**config.mk**
```make
export PLATFORM = sky130hd
export DESIGN_NAME = int8_linear_classifier
export DESIGN_NICKNAME = d
export VERILOG_FILES = /design/src/hw/rtl/ilc_pkg.sv /design/src/hw/rtl/int8_linear_classifier.sv /design/src/hw/rtl/ilc_coef_store.sv /design/src/hw/rtl/ilc_score_unit.sv
export SDC_FILE = /design/constraint.sdc
export NUM_CORES = 2
export LEC_CHECK = 0
export ABC_AREA = 1
export BUFFER_PORTS_ARGS = -buffer_cell sky130_fd_sc_hd__buf_2
export CAP_MARGIN = 20
export CORE_ASPECT_RATIO = 0.5
export CORE_MARGIN = 4
export CORE_UTILIZATION = 65
export CTS_CLUSTER_DIAMETER = 30
export DETAILED_ROUTE_END_ITERATION = 8
export PLACE_DENSITY = 0.79
export SLEW_MARGIN = 20
export SYNTH_ARGS = -nofsm -noshare
export SYNTH_HDL_FRONTEND = slang
export SYNTH_HIERARCHICAL = 1
export SYNTH_SLANG_ARGS = --single-unit
```
**constraint.sdc**
```tcl
create_clock -name i_clk -period 11.4 [get_ports i_clk]
set_clock_uncertainty 0.05 [all_clocks]
set_input_delay 0.57 -clock i_clk [delete_from_list [all_inputs] [get_ports i_clk]]
set_output_delay 0.57 -clock i_clk [all_outputs]
set_load 0.005 [all_outputs]
```
**src/hw/rtl/ilc_pkg.sv**
```systemverilog
// ----------------------------------------------------------------------------
// Linear classifier package
// Shared types, codes and constants of the integer linear classifier.
// ----------------------------------------------------------------------------
package ilc_pkg;

    localparam int DEFAULT_MAX_FEATURES = 16;
    localparam int DEFAULT_MAX_CLASSES  = 8;

    localparam int SCORE_W     = 32;
    localparam int POS_W       = 5;
    localparam int FEAT_CNT_W  = 5;
    localparam int CLASS_CNT_W = 4;
    localparam int BASE_W      = 8;
    localparam int COEFF_W     = 8;
    localparam int FEATURE_W   = 24;
    localparam int SLOT_W      = 7;
    localparam int CLASS_ID_W  = 3;
    localparam int CONF_W      = 7;
    localparam int CFG_IDX_W   = 2;
    localparam int CFG_DATA_W  = 8;

    localparam int DIV_SHIFT   = 5;
    localparam int CONF_OFFSET = 40;
    localparam int CONF_MAX    = 100;
    localparam int CONF_HI     = CONF_MAX / 2 - CONF_OFFSET;
    localparam int CONF_LO     = -CONF_OFFSET;

    localparam logic [POS_W-1:0]       POS_LIMIT           = 5'd31;
    localparam logic [FEAT_CNT_W-1:0]  RESET_FEATURE_COUNT = 5'd16;
    localparam logic [CLASS_CNT_W-1:0] RESET_CLASS_COUNT   = 4'd4;
    localparam logic [BASE_W-1:0]      RESET_STATE_BASE    = 8'd0;

    localparam logic [CFG_IDX_W-1:0] CFG_FEATURE_COUNT = 2'd0;
    localparam logic [CFG_IDX_W-1:0] CFG_CLASS_COUNT   = 2'd1;
    localparam logic [CFG_IDX_W-1:0] CFG_STATE_BASE    = 2'd2;

    typedef enum logic [1:0] {
        KIND_WEIGHT    = 2'd0,
        KIND_BIAS      = 2'd1,
        KIND_FEATURE   = 2'd2,
        KIND_NOT_READY = 2'd3
    } t_kind;

    typedef struct packed {
        t_kind                        kind;
        logic [SLOT_W-1:0]            slot;
        logic signed [COEFF_W-1:0]    coeff;
        logic signed [FEATURE_W-1:0]  feature_value;
        logic                         last_feature;
    } t_in_item;

    typedef struct packed {
        logic [CLASS_ID_W-1:0] class_id;
        logic [BASE_W-1:0]     state_code;
        logic [CONF_W-1:0]     confidence;
    } t_out_item;

    typedef struct packed {
        logic                      weight_we;
        logic                      bias_we;
        logic [SLOT_W-1:0]         slot;
        logic signed [COEFF_W-1:0] coeff;
    } t_coef_wr;

    typedef struct packed {
        logic issue;
        logic start;
        logic acc_en;
        logic scored;
        logic tail;
        logic clear;
    } t_lane_ctl;

endpackage

```
**src/hw/rtl/int8_linear_classifier.sv**
```systemverilog
// ----------------------------------------------------------------------------
// Integer linear classifier with argmax
// Signed 8-bit weights and biases scored against 24-bit features; reports the
// best class, its state code and a clamped confidence.
// ----------------------------------------------------------------------------
// A weight or bias load is written straight to its memory and leaves the
// block idle for the next transfer. A feature transfer reads the score
// memory, multiplies, accumulates and writes back for one class per cycle
// through a four-stage pipeline, which then drains before the next transfer.
// The feature that ends a vector hands its result through the finish state
// to the output register, as does a not-ready transfer, and waits while the
// output stalls. Loads are taken while an earlier result still waits there.
module int8_linear_classifier import ilc_pkg::*; #(
    parameter int MAX_FEATURES = DEFAULT_MAX_FEATURES,
    parameter int MAX_CLASSES  = DEFAULT_MAX_CLASSES
) (
    input  logic                  i_clk,
    input  logic                  i_rst_n,
    input  logic                  i_cfg_we,
    input  logic [CFG_IDX_W-1:0]  i_cfg_idx,
    input  logic [CFG_DATA_W-1:0] i_cfg_wdata,
    input  logic                  i_in_valid,
    output logic                  o_in_stall,
    input  t_in_item              i_in_data,
    output logic                  o_out_valid,
    input  logic                  i_out_stall,
    output t_out_item             o_out_data
);

    localparam int CLS_W = $clog2(MAX_CLASSES);
    localparam logic [CLS_W-1:0] CLS_LAST = CLS_W'(MAX_CLASSES - 1);

    typedef enum logic [1:0] {
        ST_IDLE,
        ST_SWEEP,
        ST_WAIT,
        ST_FINISH
    } t_state;

    logic [FEAT_CNT_W-1:0]  r_feature_count;
    logic [CLASS_CNT_W-1:0] r_class_count;
    logic [BASE_W-1:0]      r_state_base;

    t_state                      r_state, n_state;
    logic [CLS_W-1:0]            r_cls, n_cls;
    logic [POS_W-1:0]            r_pos, n_pos;
    logic                        r_acc, n_acc;
    logic                        r_last, n_last;
    logic signed [FEATURE_W-1:0] r_fv, n_fv;
    t_out_item                   r_res, n_res;
    logic                        r_out_valid, n_out_valid;
    t_out_item                   r_out_data, n_out_data;

    logic                      in_accept;
    logic                      out_free;
    t_coef_wr                  coef_wr;
    t_lane_ctl                 lane_ctl;
    logic [POS_W-1:0]          rd_pos;
    logic signed [COEFF_W-1:0] weight;
    logic signed [COEFF_W-1:0] bias;
    logic                      done;
    logic                      found;
    logic [SCORE_W-1:0]        best;
    logic [CLS_W-1:0]          best_cls;
    logic [BASE_W-1:0]         best_cls8;
    logic [CONF_W-1:0]         best_low;
    logic [CONF_W-1:0]         conf_sum;
    logic [CONF_W-1:0]         conf;
    logic                      pos_in_range;

    always_ff @(posedge i_clk) begin
        if (!i_rst_n) begin
            r_feature_count <= RESET_FEATURE_COUNT;
            r_class_count   <= RESET_CLASS_COUNT;
            r_state_base    <= RESET_STATE_BASE;
        end else if (i_cfg_we) begin
            unique case (i_cfg_idx)
                CFG_FEATURE_COUNT: r_feature_count <= i_cfg_wdata[FEAT_CNT_W-1:0];
                CFG_CLASS_COUNT:   r_class_count   <= i_cfg_wdata[CLASS_CNT_W-1:0];
                CFG_STATE_BASE:    r_state_base    <= i_cfg_wdata[BASE_W-1:0];
                default: ;
            endcase
        end
    end

    assign o_in_stall = (r_state != ST_IDLE);
    assign in_accept  = i_in_valid && !o_in_stall;
    assign out_free   = !r_out_valid || !i_out_stall;

    assign pos_in_range = (r_pos < r_feature_count) && (32'(r_pos) < 32'(MAX_FEATURES));

    assign coef_wr.weight_we = in_accept && (i_in_data.kind == KIND_WEIGHT);
    assign coef_wr.bias_we   = in_accept && (i_in_data.kind == KIND_BIAS);
    assign coef_wr.slot      = i_in_data.slot;
    assign coef_wr.coeff     = i_in_data.coeff;

    assign rd_pos = r_acc ? r_pos : '0;

    assign lane_ctl.issue  = (r_state == ST_SWEEP);
    assign lane_ctl.start  = (r_cls == '0);
    assign lane_ctl.acc_en = r_acc;
    assign lane_ctl.scored = 32'(r_cls) < 32'(r_class_count);
    assign lane_ctl.tail   = (r_cls == CLS_LAST);
    assign lane_ctl.clear  = ((r_state == ST_WAIT) && done && r_last) ||
                             (in_accept && (i_in_data.kind == KIND_NOT_READY));

    ilc_coef_store #(
        .MAX_FEATURES (MAX_FEATURES),
        .MAX_CLASSES  (MAX_CLASSES)
    ) u_coef_store (
        .i_clk    (i_clk),
        .i_wr     (coef_wr),
        .i_rd_en  (lane_ctl.issue),
        .i_rd_cls (r_cls),
        .i_rd_pos (rd_pos),
        .o_weight (weight),
        .o_bias   (bias)
    );

    ilc_score_unit #(
        .MAX_CLASSES (MAX_CLASSES)
    ) u_score_unit (
        .i_clk      (i_clk),
        .i_rst_n    (i_rst_n),
        .i_ctl      (lane_ctl),
        .i_cls      (r_cls),
        .i_feature  (r_fv),
        .i_weight   (weight),
        .i_bias     (bias),
        .o_done     (done),
        .o_found    (found),
        .o_best     (best),
        .o_best_cls (best_cls)
    );

    assign best_cls8 = BASE_W'(best_cls);
    assign best_low  = best[CONF_W-1:0];
    assign conf_sum  = best_low + CONF_W'(CONF_OFFSET);

    always_comb begin
        if (!found) begin
            conf = '0;
        end else if ($signed(best) >= 32'(CONF_HI)) begin
            conf = CONF_W'(CONF_MAX);
        end else if ($signed(best) <= 32'(CONF_LO)) begin
            conf = '0;
        end else begin
            conf = {conf_sum[CONF_W-2:0], 1'b0};
        end
    end

    always_comb begin
        n_state     = r_state;
        n_cls       = r_cls;
        n_pos       = r_pos;
        n_acc       = r_acc;
        n_last      = r_last;
        n_fv        = r_fv;
        n_res       = r_res;
        n_out_valid = r_out_valid && i_out_stall;
        n_out_data  = r_out_data;
        unique case (r_state)
            ST_IDLE: begin
                if (in_accept) begin
                    unique case (i_in_data.kind)
                        KIND_FEATURE: begin
                            n_fv    = i_in_data.feature_value;
                            n_last  = i_in_data.last_feature;
                            n_acc   = pos_in_range;
                            n_cls   = '0;
                            n_state = ST_SWEEP;
                        end
                        KIND_NOT_READY: begin
                            n_res.class_id   = '0;
                            n_res.state_code = r_state_base;
                            n_res.confidence = '0;
                            n_pos            = '0;
                            n_state          = ST_FINISH;
                        end
                        default: ;
                    endcase
                end
            end
            ST_SWEEP: begin
                n_cls = r_cls + 1'b1;
                if (r_cls == CLS_LAST) begin
                    n_cls   = '0;
                    n_state = ST_WAIT;
                end
            end
            ST_WAIT: begin
                if (done) begin
                    if (r_last) begin
                        n_res.class_id   = found ? best_cls8[CLASS_ID_W-1:0] : '0;
                        n_res.state_code = r_state_base + (found ? best_cls8 : '0);
                        n_res.confidence = conf;
                        n_pos            = '0;
                        n_state          = ST_FINISH;
                    end else begin
                        n_pos   = (r_pos == POS_LIMIT) ? r_pos : r_pos + 1'b1;
                        n_state = ST_IDLE;
                    end
                end
            end
            ST_FINISH: begin
                if (out_free) begin
                    n_out_valid = 1'b1;
                    n_out_data  = r_res;
                    n_state     = ST_IDLE;
                end
            end
            default: n_state = ST_IDLE;
        endcase
    end

    always_ff @(posedge i_clk) begin
        if (!i_rst_n) begin
            r_state     <= ST_IDLE;
            r_cls       <= '0;
            r_pos       <= '0;
            r_acc       <= 1'b0;
            r_last      <= 1'b0;
            r_out_valid <= 1'b0;
        end else begin
            r_state     <= n_state;
            r_cls       <= n_cls;
            r_pos       <= n_pos;
            r_acc       <= n_acc;
            r_last      <= n_last;
            r_out_valid <= n_out_valid;
        end
        r_fv       <= n_fv;
        r_res      <= n_res;
        r_out_data <= n_out_data;
    end

    assign o_out_valid = r_out_valid;
    assign o_out_data  = r_out_data;

endmodule

```
**src/hw/rtl/ilc_coef_store.sv**
```systemverilog
// ----------------------------------------------------------------------------
// Coefficient store
// Weight and bias memories with one write port for load transfers and one
// synchronous read port addressed by class and feature position.
// ----------------------------------------------------------------------------
module ilc_coef_store import ilc_pkg::*; #(
    parameter int MAX_FEATURES = DEFAULT_MAX_FEATURES,
    parameter int MAX_CLASSES  = DEFAULT_MAX_CLASSES
) (
    input  logic                      i_clk,
    input  t_coef_wr                  i_wr,
    input  logic                      i_rd_en,
    input  logic [$clog2(MAX_CLASSES)-1:0] i_rd_cls,
    input  logic [POS_W-1:0]          i_rd_pos,
    output logic signed [COEFF_W-1:0] o_weight,
    output logic signed [COEFF_W-1:0] o_bias
);

    localparam int CLS_W   = $clog2(MAX_CLASSES);
    localparam int WDEPTH  = MAX_CLASSES * MAX_FEATURES;
    localparam int WADDR_W = $clog2(WDEPTH);

    logic signed [COEFF_W-1:0] r_weight_mem [WDEPTH];
    logic signed [COEFF_W-1:0] r_bias_mem   [MAX_CLASSES];
    logic signed [COEFF_W-1:0] r_weight;
    logic signed [COEFF_W-1:0] r_bias;

    logic [31:0]        slot_ext;
    logic [31:0]        rd_full;
    logic [WADDR_W-1:0] wr_waddr;
    logic [WADDR_W-1:0] rd_waddr;
    logic [CLS_W-1:0]   wr_baddr;
    logic               weight_ok;
    logic               bias_ok;

    assign slot_ext  = 32'(i_wr.slot);
    assign wr_waddr  = slot_ext[WADDR_W-1:0];
    assign wr_baddr  = slot_ext[CLS_W-1:0];
    assign weight_ok = slot_ext < 32'(WDEPTH);
    assign bias_ok   = slot_ext < 32'(MAX_CLASSES);
    assign rd_full   = 32'(i_rd_cls) * 32'(MAX_FEATURES) + 32'(i_rd_pos);
    assign rd_waddr  = rd_full[WADDR_W-1:0];

    always_ff @(posedge i_clk) begin
        if (i_wr.weight_we && weight_ok) begin
            r_weight_mem[wr_waddr] <= i_wr.coeff;
        end
        if (i_rd_en) begin
            r_weight <= r_weight_mem[rd_waddr];
        end
    end

    always_ff @(posedge i_clk) begin
        if (i_wr.bias_we && bias_ok) begin
            r_bias_mem[wr_baddr] <= i_wr.coeff;
        end
        if (i_rd_en) begin
            r_bias <= r_bias_mem[i_rd_cls];
        end
    end

    assign o_weight = r_weight;
    assign o_bias   = r_bias;

endmodule

```
**src/hw/rtl/ilc_score_unit.sv**
```systemverilog
// ----------------------------------------------------------------------------
// Score unit
// Score memory with per-entry valid bits, a multiply-accumulate
// read-modify-write pipeline and a running argmax over the biased scores.
// ----------------------------------------------------------------------------
module ilc_score_unit import ilc_pkg::*; #(
    parameter int MAX_CLASSES = DEFAULT_MAX_CLASSES
) (
    input  logic                        i_clk,
    input  logic                        i_rst_n,
    input  t_lane_ctl                   i_ctl,
    input  logic [$clog2(MAX_CLASSES)-1:0] i_cls,
    input  logic signed [FEATURE_W-1:0] i_feature,
    input  logic signed [COEFF_W-1:0]   i_weight,
    input  logic signed [COEFF_W-1:0]   i_bias,
    output logic                        o_done,
    output logic                        o_found,
    output logic [SCORE_W-1:0]          o_best,
    output logic [$clog2(MAX_CLASSES)-1:0] o_best_cls
);

    localparam int CLS_W = $clog2(MAX_CLASSES);

    logic [SCORE_W-1:0]     r_score_mem [MAX_CLASSES];
    logic [MAX_CLASSES-1:0] r_score_vld;

    logic                      r_v1, r_v2, r_v3;
    t_lane_ctl                 r_ctl1, r_ctl2, r_ctl3;
    logic [CLS_W-1:0]          r_cls1, r_cls2, r_cls3;
    logic [SCORE_W-1:0]        r_score1;
    logic                      r_hit1;
    logic [SCORE_W-1:0]        r_score2;
    logic signed [SCORE_W-1:0] r_prod2;
    logic signed [COEFF_W-1:0] r_bias2, r_bias3;
    logic [SCORE_W-1:0]        r_new3;
    logic                      r_done;
    logic                      r_found;
    logic [SCORE_W-1:0]        r_best;
    logic [CLS_W-1:0]          r_best_cls;

    logic signed [SCORE_W-1:0] prod;
    logic signed [SCORE_W-1:0] biased;
    logic signed [SCORE_W-1:0] quot;
    logic [SCORE_W-1:0]        new_score;
    logic [SCORE_W-1:0]        sum;
    logic                      take;

    assign prod      = 32'(i_weight) * 32'(i_feature);
    assign biased    = r_prod2 + (r_prod2[SCORE_W-1] ? 32'sd31 : 32'sd0);
    assign quot      = biased >>> DIV_SHIFT;
    assign new_score = r_score2 + (r_ctl2.acc_en ? SCORE_W'(quot) : '0);
    assign sum       = r_new3 + SCORE_W'(r_bias3);
    assign take      = r_v3 && r_ctl3.scored &&
                       (!r_found || ($signed(sum) > $signed(r_best)));

    always_ff @(posedge i_clk) begin
        if (i_ctl.issue) begin
            r_score1 <= r_score_mem[i_cls];
        end
        if (r_v2) begin
            r_score_mem[r_cls2] <= new_score;
        end
    end

    always_ff @(posedge i_clk) begin
        if (!i_rst_n) begin
            r_score_vld <= '0;
            r_v1        <= 1'b0;
            r_v2        <= 1'b0;
            r_v3        <= 1'b0;
            r_done      <= 1'b0;
            r_found     <= 1'b0;
        end else begin
            if (i_ctl.clear) begin
                r_score_vld <= '0;
            end else if (r_v2) begin
                r_score_vld[r_cls2] <= 1'b1;
            end
            r_v1   <= i_ctl.issue;
            r_v2   <= r_v1;
            r_v3   <= r_v2;
            r_done <= r_v3 && r_ctl3.tail;
            if (i_ctl.issue && i_ctl.start) begin
                r_found <= 1'b0;
            end else if (take) begin
                r_found <= 1'b1;
            end
        end
    end

    always_ff @(posedge i_clk) begin
        r_ctl1   <= i_ctl;
        r_cls1   <= i_cls;
        r_hit1   <= r_score_vld[i_cls];
        r_ctl2   <= r_ctl1;
        r_cls2   <= r_cls1;
        r_prod2  <= prod;
        r_score2 <= r_hit1 ? r_score1 : '0;
        r_bias2  <= i_bias;
        r_ctl3   <= r_ctl2;
        r_cls3   <= r_cls2;
        r_new3   <= new_score;
        r_bias3  <= r_bias2;
        if (take) begin
            r_best     <= sum;
            r_best_cls <= r_cls3;
        end
    end

    assign o_done     = r_done;
    assign o_found    = r_found;
    assign o_best     = r_best;
    assign o_best_cls = r_best_cls;

endmodule

```
==> impl_metrics.csv <==
group,metric,value,unit
status,status,"completed",
cells_and_area,drive_gt1_frac,0.0635,
clock_network,clk_root_buffer_cell,"clkbuf_16",
grt,grt_pass1_vias,53091,
logic_synthesis,yosysSeqAreaShare,0.629,
clock_network,hold_buffers,31,
grt,grt_pass1_wl,302000,um
logic_synthesis,avgSynthCellArea,10.6,sq um
setup_path,rrSetupSlack,6010,ps
setup_path,critPathMaxStageDelay,800,ps
power,power,18500,uW
logic_synthesis,synth_fp_nets,7582,
clock_network,clock-sinks,1658,
logic_synthesis,synth-async-reset-ratio,0,
setup_path,critPathCaptureType,"flop",
flow_run,drv_cap,0,
logic_synthesis,synth_cells,7195,
die,coreArea,116000,sq um
setup_path,crit_family,"adder cells",
cells_and_area,nFillCells,7732,
setup_path,worstPathRequired,12050,ps
clock_network,cts_buffers,164,
route,dr.pass1.iters,6,
setup_path,cp.arrival,6040,ps
placement,post-dp-hpwl,119000,um
timing,finalMaxSlewViolations,0,
clock_network,cts_tree,"yes",
route,ant_nets,0,
clock_network,cts_setup_buffers,0,
die,io-pin-count,77,
die,die_y,250,um
clock_network,clk_pin_slew_worst_paths,70,ps
die,start_util,0.659,
setup_path,path_cells,"inv_1, nor2_1, fa_1, fa_1, fa_1, inv_1, fa_1, inv_1, ha_1, a21oi_1, o21ai_0, a21oi_1, o21ai_0, a21oi_1, xnor2_1",
setup_path,path_max_fanout,25,
clock_network,cts.htree.levels,4,
cells_and_area,syn_to_final_growth,9.70,%
grt,gr-total-overflow,0,
route,wl_per_cell,22.1,um
power,peakVddDrop,0.235,mV
power,p_per_area,221,nW/um^2
logic_synthesis,yosys_warnings,6,
cells_and_area,fin_nets,7576,
setup_path,crit_path_frequent_cell,"fa_1",
timing,setup_viol,0,
logic_synthesis,synth_area,76400,sq um
route,vias,54204,
min_path,hold_path_startpoint,"i_out_stall",
min_path,hold_path.class,"input port to flop",
placement,place.gp.congestion,0.978,
timing,tns,0,ps
clock_network,cts_resized,0,
timing,relSlewSlack,0.203,
setup_path,reg2reg_to,"u_score_unit/r_prod2[24]$_DFF_P_",
logic_synthesis,ys_seq_elements,1658,
logic_synthesis,synth_flop_cell,"edfxtp_1",
timing,timing.final.crit_share,0.473,
power,p_leak,0.0329,uW
route,top_layer,"met5",
setup_path,crit_buf_inv,3,
setup_path,start_kind,"flop",
grt,grt_max_degree,196,
min_path,hold_depth,3,
setup_path,r2r-start,"u_coef_store/o_weight[7]$_DFFE_PP_",
setup_path,crit_type,"flop to flop",
placement,port_buffers,75,
route,dr_wl_met2,91700,um
die,die_w,493,um
route,wl_met1,75000,um
setup_path,reg2reg_depth,15,
timing,maxClockFrequency,186,MHz
cells_and_area,multi_input_area,24300,sq um
logic_synthesis,ys_types,57,
cells_and_area,final-seq-area,48100,sq um
logic_synthesis,synth_edf_count,1485,
grt,antenna_found_initial,9,
timing,tightestPinTransition,1190,ps
die,floorplan.die_area,123000,sq um
grt,grtUsageTotal,0.316,
route,wl,197000,um
route,route.met3.wl,22300,um
die,rows,88,
setup_path,crit_slowest_cell,"inv_1",
route,vias_per_cell,6.09,
timing,rsz0062_at_grt,"no",
clock_network,clkLatencyLatePin,790,ps
route,drt_iter0_markers,7224,
timing,fin_crit,5390,ps
min_path,min_delay_worst_endpoint,"o_out_valid$_SDFF_PN0_",
clock_network,cts.path.max_buffers,3,
timing,hold_viol,0,
route,drc,0,
cell usage after synthesis, types with 2 or more instances:
master | count | share of area
buf_2 | 122 | 0.0080
nand4_1 | 21 | 0.0017
nor2_1 | 671 | 0.033
nand2_2 | 4 | 0.00033
o211ai_1 | 10 | 0.00098
buf_1 | 30 | 0.0015
nand2_4 | 3 | 0.00044
fa_1 | 154 | 0.040
nor2_4 | 3 | 0.00044
a21oi_1 | 166 | 0.011
a21boi_0 | 6 | 0.00059
o21ai_2 | 5 | 0.00057
edfxtp_1 | 1485 | 0.58
clkbuf_1 | 114 | 0.0056
a31oi_1 | 49 | 0.0040
o21a_1 | 5 | 0.00049
a211oi_1 | 2 | 0.00020
dfxtp_1 | 173 | 0.045
nor3_1 | 56 | 0.0037
or2_2 | 8 | 0.00066
inv_2 | 4 | 0.00020
o21ai_0 | 254 | 0.017
o21ai_1 | 8 | 0.00052
inv_1 | 608 | 0.030
nand3b_1 | 3 | 0.00029
clkinv_1 | 2 | 0.000098
o21bai_1 | 7 | 0.00069
nand2_1 | 1805 | 0.089
nor2_8 | 2 | 0.00052
buf_6 | 18 | 0.0027
nor4_1 | 6 | 0.00049
ha_1 | 176 | 0.029
clkbuf_2 | 10 | 0.00066
o22ai_1 | 43 | 0.0035
a21o_1 | 10 | 0.00098
xor2_1 | 73 | 0.0084
nor2_2 | 2 | 0.00016
buf_4 | 45 | 0.0044
nand3_1 | 992 | 0.065
o2111ai_1 | 2 | 0.00023
xnor2_1 | 22 | 0.0025
where the power goes:
group / internal, uW / switching, uW / total (uW)
combinational: 1880 / 3650 / 5530
clock: 3270 / 2450 / 5720
sequential: 7050 / 227 / 7280
layer usage:
metal  up-vias  track usage
met5         -            0
met3       551       0.0683
li1      24379            -
met1     25917        0.428
met4        14        0.128
met2      3343        0.503
placed cells by master, fill, tap and decap left out, types with 10 or more instances in the layout:
master	count
nor2_1	661
bufinv_16	22
clkbuf_16	167
xor2_1	73
buf_4	60
buf_2	67
clkinv_4	11
a21o_1	10
edfxtp_1	1485
nor2_4	12
a21oi_1	165
ha_1	176
nand4_1	21
nand2_1	1805
fa_1	154
dlygate4sd3_1	31
o21ai_0	254
clkbuf_1	21
clkinv_1	18
a31oi_1	49
dfxtp_1	170
o22ai_1	43
inv_1	601
xnor2_1	22
clkinv_2	21
nor3_1	55
o211ai_1	10
nand3_1	992
inv_8	13
inv_6	15
worst max path at each step:
stage,startpoint,depth (start not counted),slack [ps],end
3_3_place_gp,u_coef_store/o_weight[2]$_DFFE_PP_,15,6180,u_score_unit/r_prod2[29]$_DFF_P_
4_1_cts,u_score_unit/r_bias3[7]$_DFF_P_,20,6040,u_score_unit/o_best[14]$_DFFE_PP_
2_1_floorplan,u_score_unit/r_bias3[7]$_DFF_P_,20,6160,u_score_unit/o_best[0]$_DFFE_PP_
3_5_place_dp,u_coef_store/o_weight[2]$_DFFE_PP_,15,6140,u_score_unit/r_prod2[24]$_DFF_P_
6_report,u_coef_store/o_weight[7]$_DFFE_PP_,15,6010,u_score_unit/r_prod2[24]$_DFF_P_
5_1_grt,r_acc$_SDFFE_PN0P_,16,5770,u_coef_store/o_weight[3]$_DFFE_PP_
worst min-delay path: cells and delay by family:
| kind | cells | cell delay [ps] |
|---|---|---|
| compound gates | 1 | 80 |
| buf+inv | 1 | 120 |
| simple gates | 1 | 110 |
per-stage QoR:
| stage | instances | hold WS [ps] | setup WS (ps) | util | cell area, sq um |
|---|---|---|---|---|---|
| floorplan | 7195 | 260 | 6160 | - | 76400 |
| global placement | 8559 | 261 | 6180 | 0.669 | 77500 |
| detailed placement | 8563 | 266 | 6140 | 0.669 | 77600 |
| CTS | 8898 | 8.50 | 6040 | 0.722 | 83700 |
| global route | 8902 | 79.9 | 5770 | 0.723 | 83800 |
| finish | 8906 | 108 | 6010 | 0.723 | 83800 |
state kept, by name (all words and copies together), names as in the netlist, 17 cells and up:
name,count
u_score_unit/r_score_mem,256
u_score_unit/r_score1,32
u_score_unit/r_new3,32
u_score_unit/o_best,32
u_coef_store/r_weight_mem,1024
r_res,17
u_score_unit/r_prod2,32
r_fv,24
u_coef_store/r_bias_mem,64
u_score_unit/r_score2,32
o_out_data,17
logic make-up (layout without fill, tap and decap cells):
logic type	count (synthesis)	in the layout	share of synthesized area
flip-flops	1658	1658	0.629
buffers and inverters	957	1089	0.0535
XOR/XNOR	95	95	0.0109
other	1	5	0.0000491
adder cells (fa/ha/maj)	330	330	0.0692
AND/OR/NAND/NOR	3582	3582	0.196
AO/OA/AOI/OAI	572	572	0.0411
area by class of cell:
| type | count | share of cell area |
|---|---|---|
| sequential | 1658 | 0.574 |
| antenna | 4 | 0.000119 |
| inverter | 617 | 0.0282 |
| clock buffer | 189 | 0.0510 |
| timing repair buffer | 168 | 0.0153 |
| clock inverter | 115 | 0.0179 |
| tap | 1575 | 0.0235 |
| multi-input combinational | 4580 | 0.290 |
Power figures use the tool's default switching activity.
